**src/sv/can_sfr_pkg.sv**
```systemverilog
// Package: shared types, constants and codes for the CAN subscriber filter router.
`default_nettype none

package can_sfr_pkg;

  localparam int MAX_SUBSCRIBERS_DEF = 16;
  localparam int MAX_RESULTS         = 16;
  localparam int N_W                 = $clog2(MAX_RESULTS + 1);
  localparam int ID_W                = 29;
  localparam int DEST_W              = 8;
  localparam int DATA_W              = 64;
  localparam int BCNT_W              = 4;
  localparam int IDXF_W              = 4;
  localparam logic [BCNT_W-1:0] MAX_BYTES = BCNT_W'(8);

  typedef enum logic [1:0] {
    ST_DELIVERED = 2'd0,
    ST_NO_MATCH  = 2'd1,
    ST_ADDED     = 2'd2,
    ST_FULL      = 2'd3
  } status_t;

  typedef enum logic [1:0] {
    BS_IDLE,
    BS_CMP,
    BS_DONE
  } back_state_t;

  typedef struct packed {
    logic              mode;
    logic              ext;
    logic [ID_W-1:0]   frame_or_sub_id;
    logic [ID_W-1:0]   sub_mask;
    logic [DEST_W-1:0] dest;
    logic [DATA_W-1:0] payload;
    logic [BCNT_W-1:0] byte_count;
  } in_item_t;

  typedef struct packed {
    status_t           status;
    logic [DEST_W-1:0] out_dest;
    logic [IDXF_W-1:0] entry_index;
    logic [ID_W-1:0]   out_id;
    logic              out_ext;
    logic [DATA_W-1:0] out_payload;
    logic [BCNT_W-1:0] out_count;
    logic              last;
  } out_item_t;

  typedef struct packed {
    logic              is_frame;
    logic              ext;
    logic [ID_W-1:0]   id;
    logic [ID_W-1:0]   mask;
    logic [DEST_W-1:0] dest;
    logic [DATA_W-1:0] payload;
    logic [BCNT_W-1:0] cnt;
  } q_item_t;

  typedef struct packed {
    logic              ext;
    logic [ID_W-1:0]   id;
    logic [ID_W-1:0]   mask;
    logic [DEST_W-1:0] dest;
  } entry_t;

  typedef struct packed {
    logic    valid;
    q_item_t item;
  } q_head_t;

endpackage

`default_nettype wire

```
**src/sv/can_sfr_ifs.sv**
```systemverilog
// Interfaces: valid/ready request channels for input items and result items.
`default_nettype none

interface can_sfr_in_if
  import can_sfr_pkg::*;
  ();
  logic     valid;
  logic     ready;
  in_item_t data;

  modport source (output valid, output data, input ready);
  modport sink   (input valid, input data, output ready);
endinterface

interface can_sfr_out_if
  import can_sfr_pkg::*;
  ();
  logic      valid;
  logic      ready;
  out_item_t data;

  modport source (output valid, output data, input ready);
  modport sink   (input valid, input data, output ready);
endinterface

`default_nettype wire

```
**src/sv/can_sfr_front.sv**
```systemverilog
// Front part: accept requests, classify and saturate them, and queue them for the back part.
`default_nettype none

module can_sfr_front
  import can_sfr_pkg::*;
(
  input  wire logic   clk,
  input  wire logic   rst_n,
  can_sfr_in_if.sink  in_ch,
  output q_head_t     head,
  input  wire logic   pop
);

  q_item_t    q_mem [2];
  logic       wr_ptr_r, wr_ptr_nxt;
  logic       rd_ptr_r, rd_ptr_nxt;
  logic [1:0] level_r, level_nxt;
  logic       push;
  q_item_t    cls;

  assign in_ch.ready = (level_r != 2'd2);
  assign push        = in_ch.valid && in_ch.ready;

  always_comb begin
    cls.is_frame = in_ch.data.mode;
    cls.ext      = in_ch.data.ext;
    cls.id       = in_ch.data.frame_or_sub_id;
    cls.mask     = in_ch.data.sub_mask;
    cls.dest     = in_ch.data.dest;
    cls.payload  = in_ch.data.payload;
    cls.cnt      = (in_ch.data.byte_count > MAX_BYTES) ? MAX_BYTES : in_ch.data.byte_count;
  end

  always_comb begin
    wr_ptr_nxt = push ? ~wr_ptr_r : wr_ptr_r;
    rd_ptr_nxt = pop ? ~rd_ptr_r : rd_ptr_r;
    level_nxt  = level_r;
    if (push && !pop) begin
      level_nxt = level_r + 2'd1;
    end else if (pop && !push) begin
      level_nxt = level_r - 2'd1;
    end
  end

  always_ff @(posedge clk) begin
    if (!rst_n) begin
      wr_ptr_r <= 1'b0;
      rd_ptr_r <= 1'b0;
      level_r  <= 2'd0;
    end else begin
      wr_ptr_r <= wr_ptr_nxt;
      rd_ptr_r <= rd_ptr_nxt;
      level_r  <= level_nxt;
    end
  end

  always_ff @(posedge clk) begin
    if (push) begin
      q_mem[wr_ptr_r] <= cls;
    end
  end

  assign head.valid = (level_r != 2'd0);
  assign head.item  = q_mem[rd_ptr_r];

endmodule

`default_nettype wire

```
**src/sv/can_sfr_back.sv**
```systemverilog
// Back part: subscriber table, table walk and result register.
`default_nettype none

module can_sfr_back
  import can_sfr_pkg::*;
#(
  parameter int MAX_SUBSCRIBERS = MAX_SUBSCRIBERS_DEF
) (
  input  wire logic     clk,
  input  wire logic     rst_n,
  input  wire q_head_t  head,
  output logic          pop,
  can_sfr_out_if.source out_ch
);

  localparam int CNT_W = $clog2(MAX_SUBSCRIBERS + 1);
  localparam int IDX_W = (MAX_SUBSCRIBERS > 1) ? $clog2(MAX_SUBSCRIBERS) : 1;
  localparam logic [CNT_W-1:0] CNT_MAX = CNT_W'(MAX_SUBSCRIBERS);

  entry_t            tbl [MAX_SUBSCRIBERS];
  entry_t            rd_data_r;
  logic              rd_en;
  logic [IDX_W-1:0]  rd_addr;
  logic              wr_en;
  entry_t            wr_data;

  back_state_t       state_r, state_nxt;
  logic [CNT_W-1:0]  count_r, count_nxt;
  logic [CNT_W-1:0]  idx_r, idx_nxt, idx_inc;
  logic [N_W-1:0]    n_r, n_nxt;
  logic              pend_v_r, pend_v_nxt;
  logic [DEST_W-1:0] pend_dest_r, pend_dest_nxt;
  logic [CNT_W-1:0]  pend_idx_r, pend_idx_nxt;
  q_item_t           cur_r;
  logic              cur_ld;

  logic              out_v_r, out_v_nxt;
  out_item_t         out_r, out_res;
  logic              out_ld, out_free;

  logic              match, stall, stop;
  logic [CNT_W+IDXF_W-1:0] cnt_wide, pend_wide;

  assign out_free     = !out_v_r || out_ch.ready;
  assign out_ch.valid = out_v_r;
  assign out_ch.data  = out_r;

  assign idx_inc   = idx_r + CNT_W'(1);
  assign cnt_wide  = {{IDXF_W{1'b0}}, count_r};
  assign pend_wide = {{IDXF_W{1'b0}}, pend_idx_r};
  assign match     = (rd_data_r.ext == cur_r.ext) && ((cur_r.id & rd_data_r.mask) == rd_data_r.id);

  always_comb begin
    wr_data.ext  = head.item.ext;
    wr_data.id   = head.item.id;
    wr_data.mask = head.item.mask;
    wr_data.dest = head.item.dest;
  end

  always_comb begin
    state_nxt     = state_r;
    count_nxt     = count_r;
    idx_nxt       = idx_r;
    n_nxt         = n_r;
    pend_v_nxt    = pend_v_r;
    pend_dest_nxt = pend_dest_r;
    pend_idx_nxt  = pend_idx_r;
    pop           = 1'b0;
    cur_ld        = 1'b0;
    rd_en         = 1'b0;
    rd_addr       = '0;
    wr_en         = 1'b0;
    out_ld        = 1'b0;
    stall         = 1'b0;
    stop          = 1'b0;
    out_res.status      = ST_DELIVERED;
    out_res.out_dest    = pend_dest_r;
    out_res.entry_index = pend_wide[IDXF_W-1:0];
    out_res.out_id      = cur_r.id;
    out_res.out_ext     = cur_r.ext;
    out_res.out_payload = cur_r.payload;
    out_res.out_count   = cur_r.cnt;
    out_res.last        = 1'b0;
    case (state_r)
      BS_IDLE: begin
        if (head.valid) begin
          if (!head.item.is_frame) begin
            if (out_free) begin
              pop                 = 1'b1;
              out_ld              = 1'b1;
              out_res.out_dest    = head.item.dest;
              out_res.out_id      = head.item.id;
              out_res.out_ext     = head.item.ext;
              out_res.out_payload = '0;
              out_res.out_count   = '0;
              out_res.last        = 1'b1;
              if (count_r >= CNT_MAX) begin
                out_res.status      = ST_FULL;
                out_res.entry_index = '0;
              end else begin
                out_res.status      = ST_ADDED;
                out_res.entry_index = cnt_wide[IDXF_W-1:0];
                wr_en               = 1'b1;
                count_nxt           = count_r + CNT_W'(1);
              end
            end
          end else begin
            pop        = 1'b1;
            cur_ld     = 1'b1;
            idx_nxt    = '0;
            n_nxt      = '0;
            pend_v_nxt = 1'b0;
            if (count_r == '0) begin
              state_nxt = BS_DONE;
            end else begin
              rd_en     = 1'b1;
              state_nxt = BS_CMP;
            end
          end
        end
      end
      BS_CMP: begin
        stall = match && pend_v_r && !out_free;
        if (!stall) begin
          if (match) begin
            out_ld        = pend_v_r;
            pend_v_nxt    = 1'b1;
            pend_dest_nxt = rd_data_r.dest;
            pend_idx_nxt  = idx_r;
            n_nxt         = n_r + N_W'(1);
          end
          stop = (idx_inc == count_r) || (match && (n_r + N_W'(1) == N_W'(MAX_RESULTS)));
          if (stop) begin
            state_nxt = BS_DONE;
          end else begin
            idx_nxt = idx_inc;
            rd_en   = 1'b1;
            rd_addr = idx_inc[IDX_W-1:0];
          end
        end
      end
      BS_DONE: begin
        if (out_free) begin
          out_ld       = 1'b1;
          out_res.last = 1'b1;
          if (!pend_v_r) begin
            out_res.status      = ST_NO_MATCH;
            out_res.out_dest    = '0;
            out_res.entry_index = '0;
          end
          pend_v_nxt = 1'b0;
          state_nxt  = BS_IDLE;
        end
      end
      default: begin
        state_nxt = BS_IDLE;
      end
    endcase
    out_v_nxt = out_ld ? 1'b1 : (out_ch.ready ? 1'b0 : out_v_r);
  end

  always_ff @(posedge clk) begin
    if (!rst_n) begin
      state_r  <= BS_IDLE;
      count_r  <= '0;
      pend_v_r <= 1'b0;
      out_v_r  <= 1'b0;
      idx_r    <= '0;
      n_r      <= '0;
    end else begin
      state_r  <= state_nxt;
      count_r  <= count_nxt;
      pend_v_r <= pend_v_nxt;
      out_v_r  <= out_v_nxt;
      idx_r    <= idx_nxt;
      n_r      <= n_nxt;
    end
  end

  always_ff @(posedge clk) begin
    pend_dest_r <= pend_dest_nxt;
    pend_idx_r  <= pend_idx_nxt;
    if (cur_ld) begin
      cur_r <= head.item;
    end
    if (out_ld) begin
      out_r <= out_res;
    end
  end

  always_ff @(posedge clk) begin
    if (wr_en) begin
      tbl[count_r[IDX_W-1:0]] <= wr_data;
    end
    if (rd_en) begin
      rd_data_r <= tbl[rd_addr];
    end
  end

  a_idle_no_pend: assert property (@(posedge clk) disable iff (!rst_n)
    (state_r == BS_IDLE) |-> !pend_v_r)
    else $error("pending match left over in idle");

  a_count_bound: assert property (@(posedge clk) disable iff (!rst_n)
    count_r <= CNT_MAX)
    else $error("entry count beyond table size");

  a_walk_in_range: assert property (@(posedge clk) disable iff (!rst_n)
    (state_r == BS_CMP) |-> (idx_r < count_r))
    else $error("walk index beyond valid entries");

  a_match_limit: assert property (@(posedge clk) disable iff (!rst_n)
    n_r <= N_W'(MAX_RESULTS))
    else $error("match count beyond result limit");

endmodule

`default_nettype wire

```
**src/sv/can_subscriber_filter_router.sv**
```systemverilog
// Top level: CAN subscriber filter router, front classifier and queue plus back table walker.
// Add request: one result, loaded from the queue head into the result register once the output is free.
// Frame request: the back part walks the entries, one compared per cycle unless an output stall
// holds it, through the table memory's single registered read port; the walk ends after the last
// entry or at MAX_RESULTS matches. Reset clears the entry count, the request queue, the walker and
// the result register; table contents are left as they are and only entries below the count are read.
`default_nettype none

module can_subscriber_filter_router
  import can_sfr_pkg::*;
#(
  parameter int MAX_SUBSCRIBERS = MAX_SUBSCRIBERS_DEF
) (
  input  wire logic     clk,
  input  wire logic     rst_n,
  can_sfr_in_if.sink    in_ch,
  can_sfr_out_if.source out_ch
);

  q_head_t head;
  logic    pop;

  can_sfr_front u_front (
    .clk   (clk),
    .rst_n (rst_n),
    .in_ch (in_ch),
    .head  (head),
    .pop   (pop)
  );

  can_sfr_back #(
    .MAX_SUBSCRIBERS (MAX_SUBSCRIBERS)
  ) u_back (
    .clk    (clk),
    .rst_n  (rst_n),
    .head   (head),
    .pop    (pop),
    .out_ch (out_ch)
  );

endmodule

`default_nettype wire
```
**src/flat_wrapper.sv**
```systemverilog
// flat-port wrapper written by rule: the top's interface ports become plain ports
module can_subscriber_filter_router_flat import can_sfr_pkg::*;
#(
  parameter int MAX_SUBSCRIBERS = MAX_SUBSCRIBERS_DEF
)
  (clk, rst_n, in_ch_valid, in_ch_data, in_ch_ready, out_ch_valid, out_ch_data, out_ch_ready);
  can_sfr_in_if in_ch_i ();
  can_sfr_out_if out_ch_i ();
  input  wire logic clk;
  input  wire logic rst_n;
  input wire logic [$bits(in_ch_i.valid)-1:0] in_ch_valid;
  input wire logic [$bits(in_ch_i.data)-1:0] in_ch_data;
  output wire logic [$bits(in_ch_i.ready)-1:0] in_ch_ready;
  output wire logic [$bits(out_ch_i.valid)-1:0] out_ch_valid;
  output wire logic [$bits(out_ch_i.data)-1:0] out_ch_data;
  input wire logic [$bits(out_ch_i.ready)-1:0] out_ch_ready;
  assign in_ch_i.valid = in_ch_valid;
  assign in_ch_i.data = in_ch_data;
  assign in_ch_ready = in_ch_i.ready;
  assign out_ch_valid = out_ch_i.valid;
  assign out_ch_data = out_ch_i.data;
  assign out_ch_i.ready = out_ch_ready;
  can_subscriber_filter_router #(.MAX_SUBSCRIBERS(MAX_SUBSCRIBERS)) u_core (.clk(clk), .rst_n(rst_n), .in_ch(in_ch_i), .out_ch(out_ch_i));
endmodule
```
**config.mk**
```make
export PLATFORM = sky130hd
export DESIGN_NAME = can_subscriber_filter_router_flat
export DESIGN_NICKNAME = d
export VERILOG_FILES = /design/src/sv/can_sfr_pkg.sv /design/src/sv/can_sfr_ifs.sv /design/src/sv/can_sfr_front.sv /design/src/sv/can_sfr_back.sv /design/src/sv/can_subscriber_filter_router.sv /design/src/flat_wrapper.sv
export SDC_FILE = /design/constraint.sdc
export NUM_CORES = 2
export LEC_CHECK = 0
export ABC_AREA = 1
export BUFFER_PORTS_ARGS = -buffer_cell sky130_fd_sc_hd__buf_4
export CAP_MARGIN = 20
export CORE_AREA = 2 2 476 289
export DETAILED_ROUTE_END_ITERATION = 10
export DIE_AREA = 0 0 478 291
export PLACE_DENSITY = 0.7
export SYNTH_ARGS = -nofsm -noshare
export SYNTH_HDL_FRONTEND = slang
export SYNTH_HIERARCHICAL = 1
export SYNTH_SLANG_ARGS = --single-unit
```
**constraint.sdc**
```tcl
create_clock -name clk -period 15.2 [get_ports clk]
set_clock_uncertainty 0.1 [all_clocks]
set_input_delay 0.76 -clock clk [delete_from_list [all_inputs] [get_ports clk]]
set_output_delay 0.76 -clock clk [all_outputs]
set_load 0.03 [all_outputs]
```
Word level (Yosys, flattened, before mapping)
Memory sizes are Yosys's and may differ from the RTL's. A register that Yosys moved wholly into a read port is not among the register bits.
Cells that the tools add are included.
{ "classes": {"n_reduce_logical": 26, "shift": 0, "addsub": 5, "n_div": 0, "n_mux": 68, "mul": 0, "bitwise": 6, "n_lt_le_gt_ge": 2, "eq_ne": 14} }
{ "ops": {"columns": ["op", "count"], "rows": [
  ["$mux 113", 3],
  ["$mux 98", 1],
  ["$mux 1", 35],
  ["$mux 5", 6],
  ["$and 29x29->29", 1],
  ["$eq 29x29->1", 1],
  ["$pmux 14 s2", 1],
  ["$mux 13", 2],
  ["$mux 4", 5],
  ["$pmux 5 s2", 2],
  ["$reduce_and 5->1", 4],
  ["$mux 2", 8],
  ["$add 5x1->5 const B", 3],
  ["$ne 2x2->1 const B", 7],
  ["$reduce_bool 2->1", 4],
  ["$logic_and 1x1->1", 7],
  ["$pmux 1 s3", 2],
  ["$pmux 2 s3", 1],
  ["$reduce_and 6->1", 1],
  ["$eq 5x5->1", 1],
  ["$eq 5x5->1 const B", 1],
  ["$ge 5x5->1 const B", 1],
  ["$logic_not 5->1", 1],
  ["$not 1->1", 5],
  ["13 further kinds", 18]
]} }
{ "word_totals": {"input_bits": 140, "ram_bits": 1344, "mem_bits_ro": 0, "mem_count": 2, "latch_bits": 0, "output_inout_bits": 115, "regBits": 246, "elab_cells": 146} }
{ "mem_list": {"columns": ["memory", "words", "width", "rd", "rd_clocked_by_memory_dff", "write_ports", "line_no", "text"], "rows": [
  ["u_core.u_back.tbl", 16, 67, 1, 1, 1, "can_sfr_back.sv:20", "entry_t tbl [MAX_SUBSCRIBERS];"],
  ["u_core.u_front.q_mem", 2, 136, 1, 1, 1, "can_sfr_front.sv:14", "q_item_t q_mem [2];"]
]} }

Longest topological paths before layout
{ "depth": {"depth_word": 9, "mapped_depth": 22, "depth_no_buf": 18} }

Modules after synthesis
Netlist, hierarchy kept.
{ "modules_own_cells": {"columns": ["mod", "n_inst", "cells_per_inst", "area_each_um2", "seq_area_each_um2"], "rows": [
  ["can_sfr_back", 1, 5098, 56771.9, 41279.6],
  ["can_sfr_front", 1, 467, 10228.6, 8267.9]
]} }

Worst setup path after synthesis
OpenSTA, ideal clock, no wires.
{ "synth_path": {"path_type": "register to register", "from": "register u_core/u_back/cur_r[111] (netlist bit)", "to": "register u_core.u_back.out_r (netlist bit u_core/u_back/out_ch.data[0]) (enable)", "slack_ps": 4891, "arrival_ps": 9456, "period_less_slack_ps": 10309, "stages_incl_launch_ff": 11, "required_time_ps": 14348, "n_path_buf": 0, "setup_time_ps": 752, "path_cell_list": "edfxtp_1 nand2_1 xor2_1 nand2_1 nor2_1 nand2_1 nor2_1 nand2_1 nor2_1 inv_1 o31ai_1"} }
{ "synth_via": {"elab_chain_cells": 7, "elab_cells_between_ends": 8, "classes_between": "eq/ne (1); mux (3); bitwise (1); reduce/logical (3)"} }
{ "synth_lines": {"columns": ["element", "line_no", "text"], "rows": [
  ["start: declaration", "can_sfr_back.sv:34", "q_item_t cur_r;"],
  ["start signal: assignment", "can_sfr_back.sv:184", "cur_r <= head.item;"],
  ["$and 29x29->29 (*)", "can_sfr_back.sv:51", "assign match = (rd_data_r.ext == cur_r.ext) && ((cur_r.id & rd_data_r.mask) == rd_data_r.id);"],
  ["$eq 29x29->1 (*)", "can_sfr_back.sv:51", null],
  ["$logic_and 1x1->1 (*)", "can_sfr_back.sv:51", null],
  ["$logic_and 1x1->1 (2 in a row)", "can_sfr_back.sv:123", "stall = match && pend_v_r && !out_free;"],
  ["$mux 1 (*)", "can_sfr_back.sv:124", "if (!stall) begin"],
  ["$pmux 1 s3 (*)", "can_sfr_back.sv:84", "case (state_r)"],
  ["net u_core.u_back.out_ld", "can_sfr_back.sv:39", "logic out_ld, out_free;"],
  ["end signal: assignment", "can_sfr_back.sv:187", "out_r <= out_res;"],
  ["end: declaration", "can_sfr_back.sv:38", "out_item_t out_r, out_res;"]
]} }
The timed path passes the listed nets; every way through them passes the cells marked *.
A chain may end at the register's enable or synchronous reset.

Final worst setup path
{ "layout_path": {"from": "register u_core.u_back.idx_r[0]", "to": "register, netlist name u_core/u_back/rd_data_r[48]"} }
{ "layout_via": {"elab_chain_cells": 6, "elab_cells_between_ends": 9, "classes_between": "add/sub (1); eq/ne (1); mux (6); reduce/logical (1)"} }
{ "layout_lines": {"columns": ["element", "line_no", "text"], "rows": [
  ["start: declaration", "can_sfr_back.sv:29", "logic [CNT_W-1:0] idx_r, idx_nxt, idx_inc;"],
  ["start signal: assignment", "can_sfr_back.sv:175", "idx_r <= idx_nxt;"],
  ["$add 5x1->5 (*)", "can_sfr_back.sv:48", "assign idx_inc = idx_r + CNT_W'(1);"],
  ["$eq 5x5->1", "can_sfr_back.sv:132", "stop = (idx_inc == count_r) || (match && (n_r + N_W'(1) == N_W'(MAX_RESULTS)));"],
  ["$logic_or 1x1->1", "can_sfr_back.sv:132", null],
  ["$mux 1 or $mux 4 (tied branches)", "can_sfr_back.sv:133", "if (stop) begin"],
  ["$mux 1 or $mux 4 (tied branches)", "can_sfr_back.sv:124", null],
  ["$pmux 1 s2 or $mux 4 (tied branches)", "can_sfr_back.sv:84", null]
]} }
Every way passes the cells marked *; elsewhere a longest branch is shown, timed or not.

==> summary.md <==
| Metric | Value |
|---|---|
| Status | `completed` |
| DP Cell Count | `7,447` |
| Ys flop type | `edfxtp_1` |
| Crit-path max cell delay | `960 ps` |
| Longest Clk Path Bufs | `3` |
| CTS buffer count | `152` |
| # DRC | `0` |
| Gr busiest metal | `met2` |
| # rows | `105` |
| CORE AREA | `0.135 mm²` |
| Gp weighted congestion | `0.848` |
| Clk pin slew, worst setup/hold paths | `70 ps` |
| Post-place setup slack | `8260 ps` |
| Yosys cell types | `35` |
| Peak Freq | `0.151 GHz` |
| Sw Share | `31.6%` |
| GR Layer Usage met2 | `36.0%` |
| RSZ-0062 raised after global routing | `false` |
| Mapped Nets | `5,713` |
| CP max stage cell | `inv_8` |
| Layout Cells excl Fill | `7,722` |
| Setup CP Type | `reg -> reg` |
| WP buf/inv | `3` |
| Dpl hpwl | `91,000 µm` |
| Internal power | `8.81 mW` |
| Global-route wire length before repair | `250,000 µm` |
| Final instance area | `0.0755 mm²` |
| Largest area contributor in the netlist | `edfxtp_1` |
| Post-DP Area | `0.0707 mm²` |
| Post-route ant nets | `0` |
| Drt initial violations | `5,568` |
| Maxcap violations | `0` |
| Initial Utilization | `49.6%` |
| Filler Cell Count | `10,800` |
| Clock latency on the worst-skew pair | `790 ps` |
| Top-count cell post-synth | `nand2_1` |
| Max VDD drop | `0.143 mV` |
| Reg-to-Reg Start | `u_core/u_back/idx_r[0]` |
| Reg2reg path depth | `16` |
| Slew margin rel. | `12.6%` |
| Worst Path Arrival | `7100 ps` |
| Port Buf Inserts | `254` |
| HP Start | `in_ch_data[102]` |
| Synth top cells by count | `1,833 x nand2_1, 1,634 x edfxtp_1, 714 x nand3_1` |
| Net load switching power | `4.07 mW` |
| Area contributors post-synth | `edfxtp_1 73%, nand2_1 10%, nand3_1 5.3%, inv_1 3.7%, mux2_2 1.6%` |
| Power density cells | `171 mW/mm²` |
| CP Max Fanout | `138` |
| Total GRT Usage | `24.0%` |
| Resized cells post-CTS | `0` |
| Number of global-route vias before repair | `39,500` |
| Share of layout cells above drive strength 1 | `12.0%` |
| Delay-heaviest family, CP | `buffers and inverters` |
| Die width | `478 µm` |
| Clock group share of total power | `28.8%` |
| Final worst slack | `8570 ps` |
| I/O Pins | `255` |
| Hold path endpoint | `u_core/u_front/q_mem[1][102]` |
| Largest net degree at the start of global routing | `240` |
| Worst Setup End Kind | `flop` |
| Final WL | `169,000 µm` |
| H-tree Lvls | `4` |
| Final Net Count | `5,933` |
| Crit-path cells | `ha_1, nand3_1, xor2_1, nand2_1, o21ai_0, nand3b_1, nand3_2, nor2_2, nand2_8, inv_8, buf_4, buf_4, nand2_1, nand3_1, nand3_1, nand2_1` |
| Seq cells post-synth | `1,658` |
| Yosys warns | `6` |
| FFs w/ async S/R, synth | `0%` |
| GRT met3 Usage | `4.61%` |
| Core Util, Final | `55.8%` |
| Hold Crit Depth | `1` |
| LEAKAGE | `29.6 nW` |
| Avg Vias per Cell | `5.39` |
| Setup TNS | `0 ps` |
| Worst endpoint required time | `15,670 ps` |
| Sequential share of power | `48.0%` |
| Initial antenna violation count | `5` |
| Total power | `12.9 mW` |
| Routed length per instance | `21.9 µm` |
| Syn_area_per_cell | `12.0 µm²` |
| Root Driver | `clkbuf_16` |
| Met1 Use GR | `35.4%` |
| Post-Syn Instances | `5,565` |
| CTS Sinks | `1,658` |
| Setup violations, final | `0` |
| Setup bufs post-CTS | `0` |
| Layout Area Growth over Synthesis | `12.6%` |
| Comb pwr share | `23.2%` |
| Die height | `291 µm` |
| Tcrit/Tclk final | `43.6%` |
| CTS tree | `built` |
| Die Area | `0.139 mm²` |
| Final hold slack | `60.9 ps` |
| Slew @ Worst Pin | `1310 ps` |
| Startpoint types | `flop` |
| Hold crit path type | `in -> reg` |
| Final Hold Viols | `0` |
| R2R Path End | `u_core/u_back/rd_data_r[48]` |
| Number of flops mapped to enable cells by yosys | `1,634` |
| Reg-to-reg slack, setup | `8570 ps` |
| Sequential-to-total area share from yosys stat | `74.0%` |
| Pre-antenna DRT Iters | `6` |
| GR Overflow Total | `0` |
| Final Max Tran Viols | `0` |
| Vias post-DR | `41,700` |
| Minimum clock period after layout | `6630 ps` |
| Syn Std Cell Area | `0.0670 mm²` |
| Share of the synthesized area in the top cell type | `73.2%` |
cells by family after synthesis:
family | Yosys count | synth area share [%]
AOI/OAI and AO/OA | 117 | 0.909
xor gates and xnor gates | 9 | 0.129
adders and majority gates | 8 | 0.149
buffers and inverters | 931 | 5.74
DFF | 1658 | 74.0
muxes | 136 | 2.51
and+or+nand+nor | 2706 | 16.6
registers in the layout (all words and copies together), names as in the netlist, named ones only:
signal,flops
u_core/u_back/tbl,1072
u_core/u_front/q_mem,272
u_core/u_back/out_ch.data,113
u_core/u_back/cur_r,98
u_core/u_back/rd_data_r,67
u_core/u_back/pend_dest_r,8
u_core/u_back/count_r,5
u_core/u_back/idx_r,5
u_core/u_back/n_r,5
u_core/u_back/pend_idx_r,4
u_core/u_back/state_r,2
u_core/u_front/level_r,2
u_core/u_back/out_ch.valid,1
u_core/u_back/pend_v_r,1
u_core/u_front/rd_ptr_r,1
u_core/u_front/wr_ptr_r,1
routing by layer:
| metal | wire (µm) | up-vias |
|---|---|---|
| li1 | - | 19100 |
| met1 | 71000 | 20200 |
| met2 | 75800 | 2130 |
| met3 | 17100 | 292 |
| met4 | 4970 | 2 |
| met5 | 12 | - |
worst max path at each step:
stage,depth (start not counted),slack (ps),startpoint,end
floorplan,10,4890,u_core/u_back/cur_r[111],u_core/u_back/out_ch.data[0]
global placement,16,8440,out_ch_ready,u_core/u_back/rd_data_r[15]
detailed placement,16,8260,out_ch_ready,u_core/u_back/rd_data_r[17]
CTS,16,8750,u_core/u_back/idx_r[0],u_core/u_back/rd_data_r[48]
global route,16,8250,u_core/u_back/idx_r[0],u_core/u_back/rd_data_r[50]
finish,16,8570,u_core/u_back/idx_r[0],u_core/u_back/rd_data_r[48]
repair_timing:
action,CTS,global route
hold buffers,2,0
endpoints found under the hold margin,4,0
endpoints found under the setup margin,0,0
area by class of cell:
class	instances	area [µm²]	area share, %
diodes	5	12.5	0.0166
clock buffers	182	3990	5.29
clock inverters	85	743	0.985
inverters	671	2530	3.35
multi-input cells	2976	13800	18.3
flip-flops and latches	1658	49600	65.7
well taps	1819	2280	3.02
repair buffers	326	2530	3.35
placed cells by master, fill, tap and decap left out, drive strengths merged, types with 2 or more instances in the layout:
cell type    instances
nand2             1835
edfxtp            1634
nand3              715
inv                678
buf                324
clkbuf             182
nor2               141
mux2               136
o21ai               92
clkinv              67
dfxtp               24
a21oi               17
nand3b              10
bufinv               8
ha                   8
diode                5
xnor2                5
xor2                 4
clkinvlp             3
nand4                3
a21boi               3
dlygate4sd3          2
o31ai                2
power groups by stage:
stage / Clock, mW / Combinational, mW / Sequential, mW
floorplan: 0 / 1.58 / 6.61
global placement: 0 / 2.92 / 6.25
detailed placement: 0 / 2.97 / 6.27
CTS: 3.77 / 2.98 / 6.18
global route: 3.95 / 3.23 / 6.23
finish: 3.70 / 2.99 / 6.18
(Power assumes the default switching activity.)
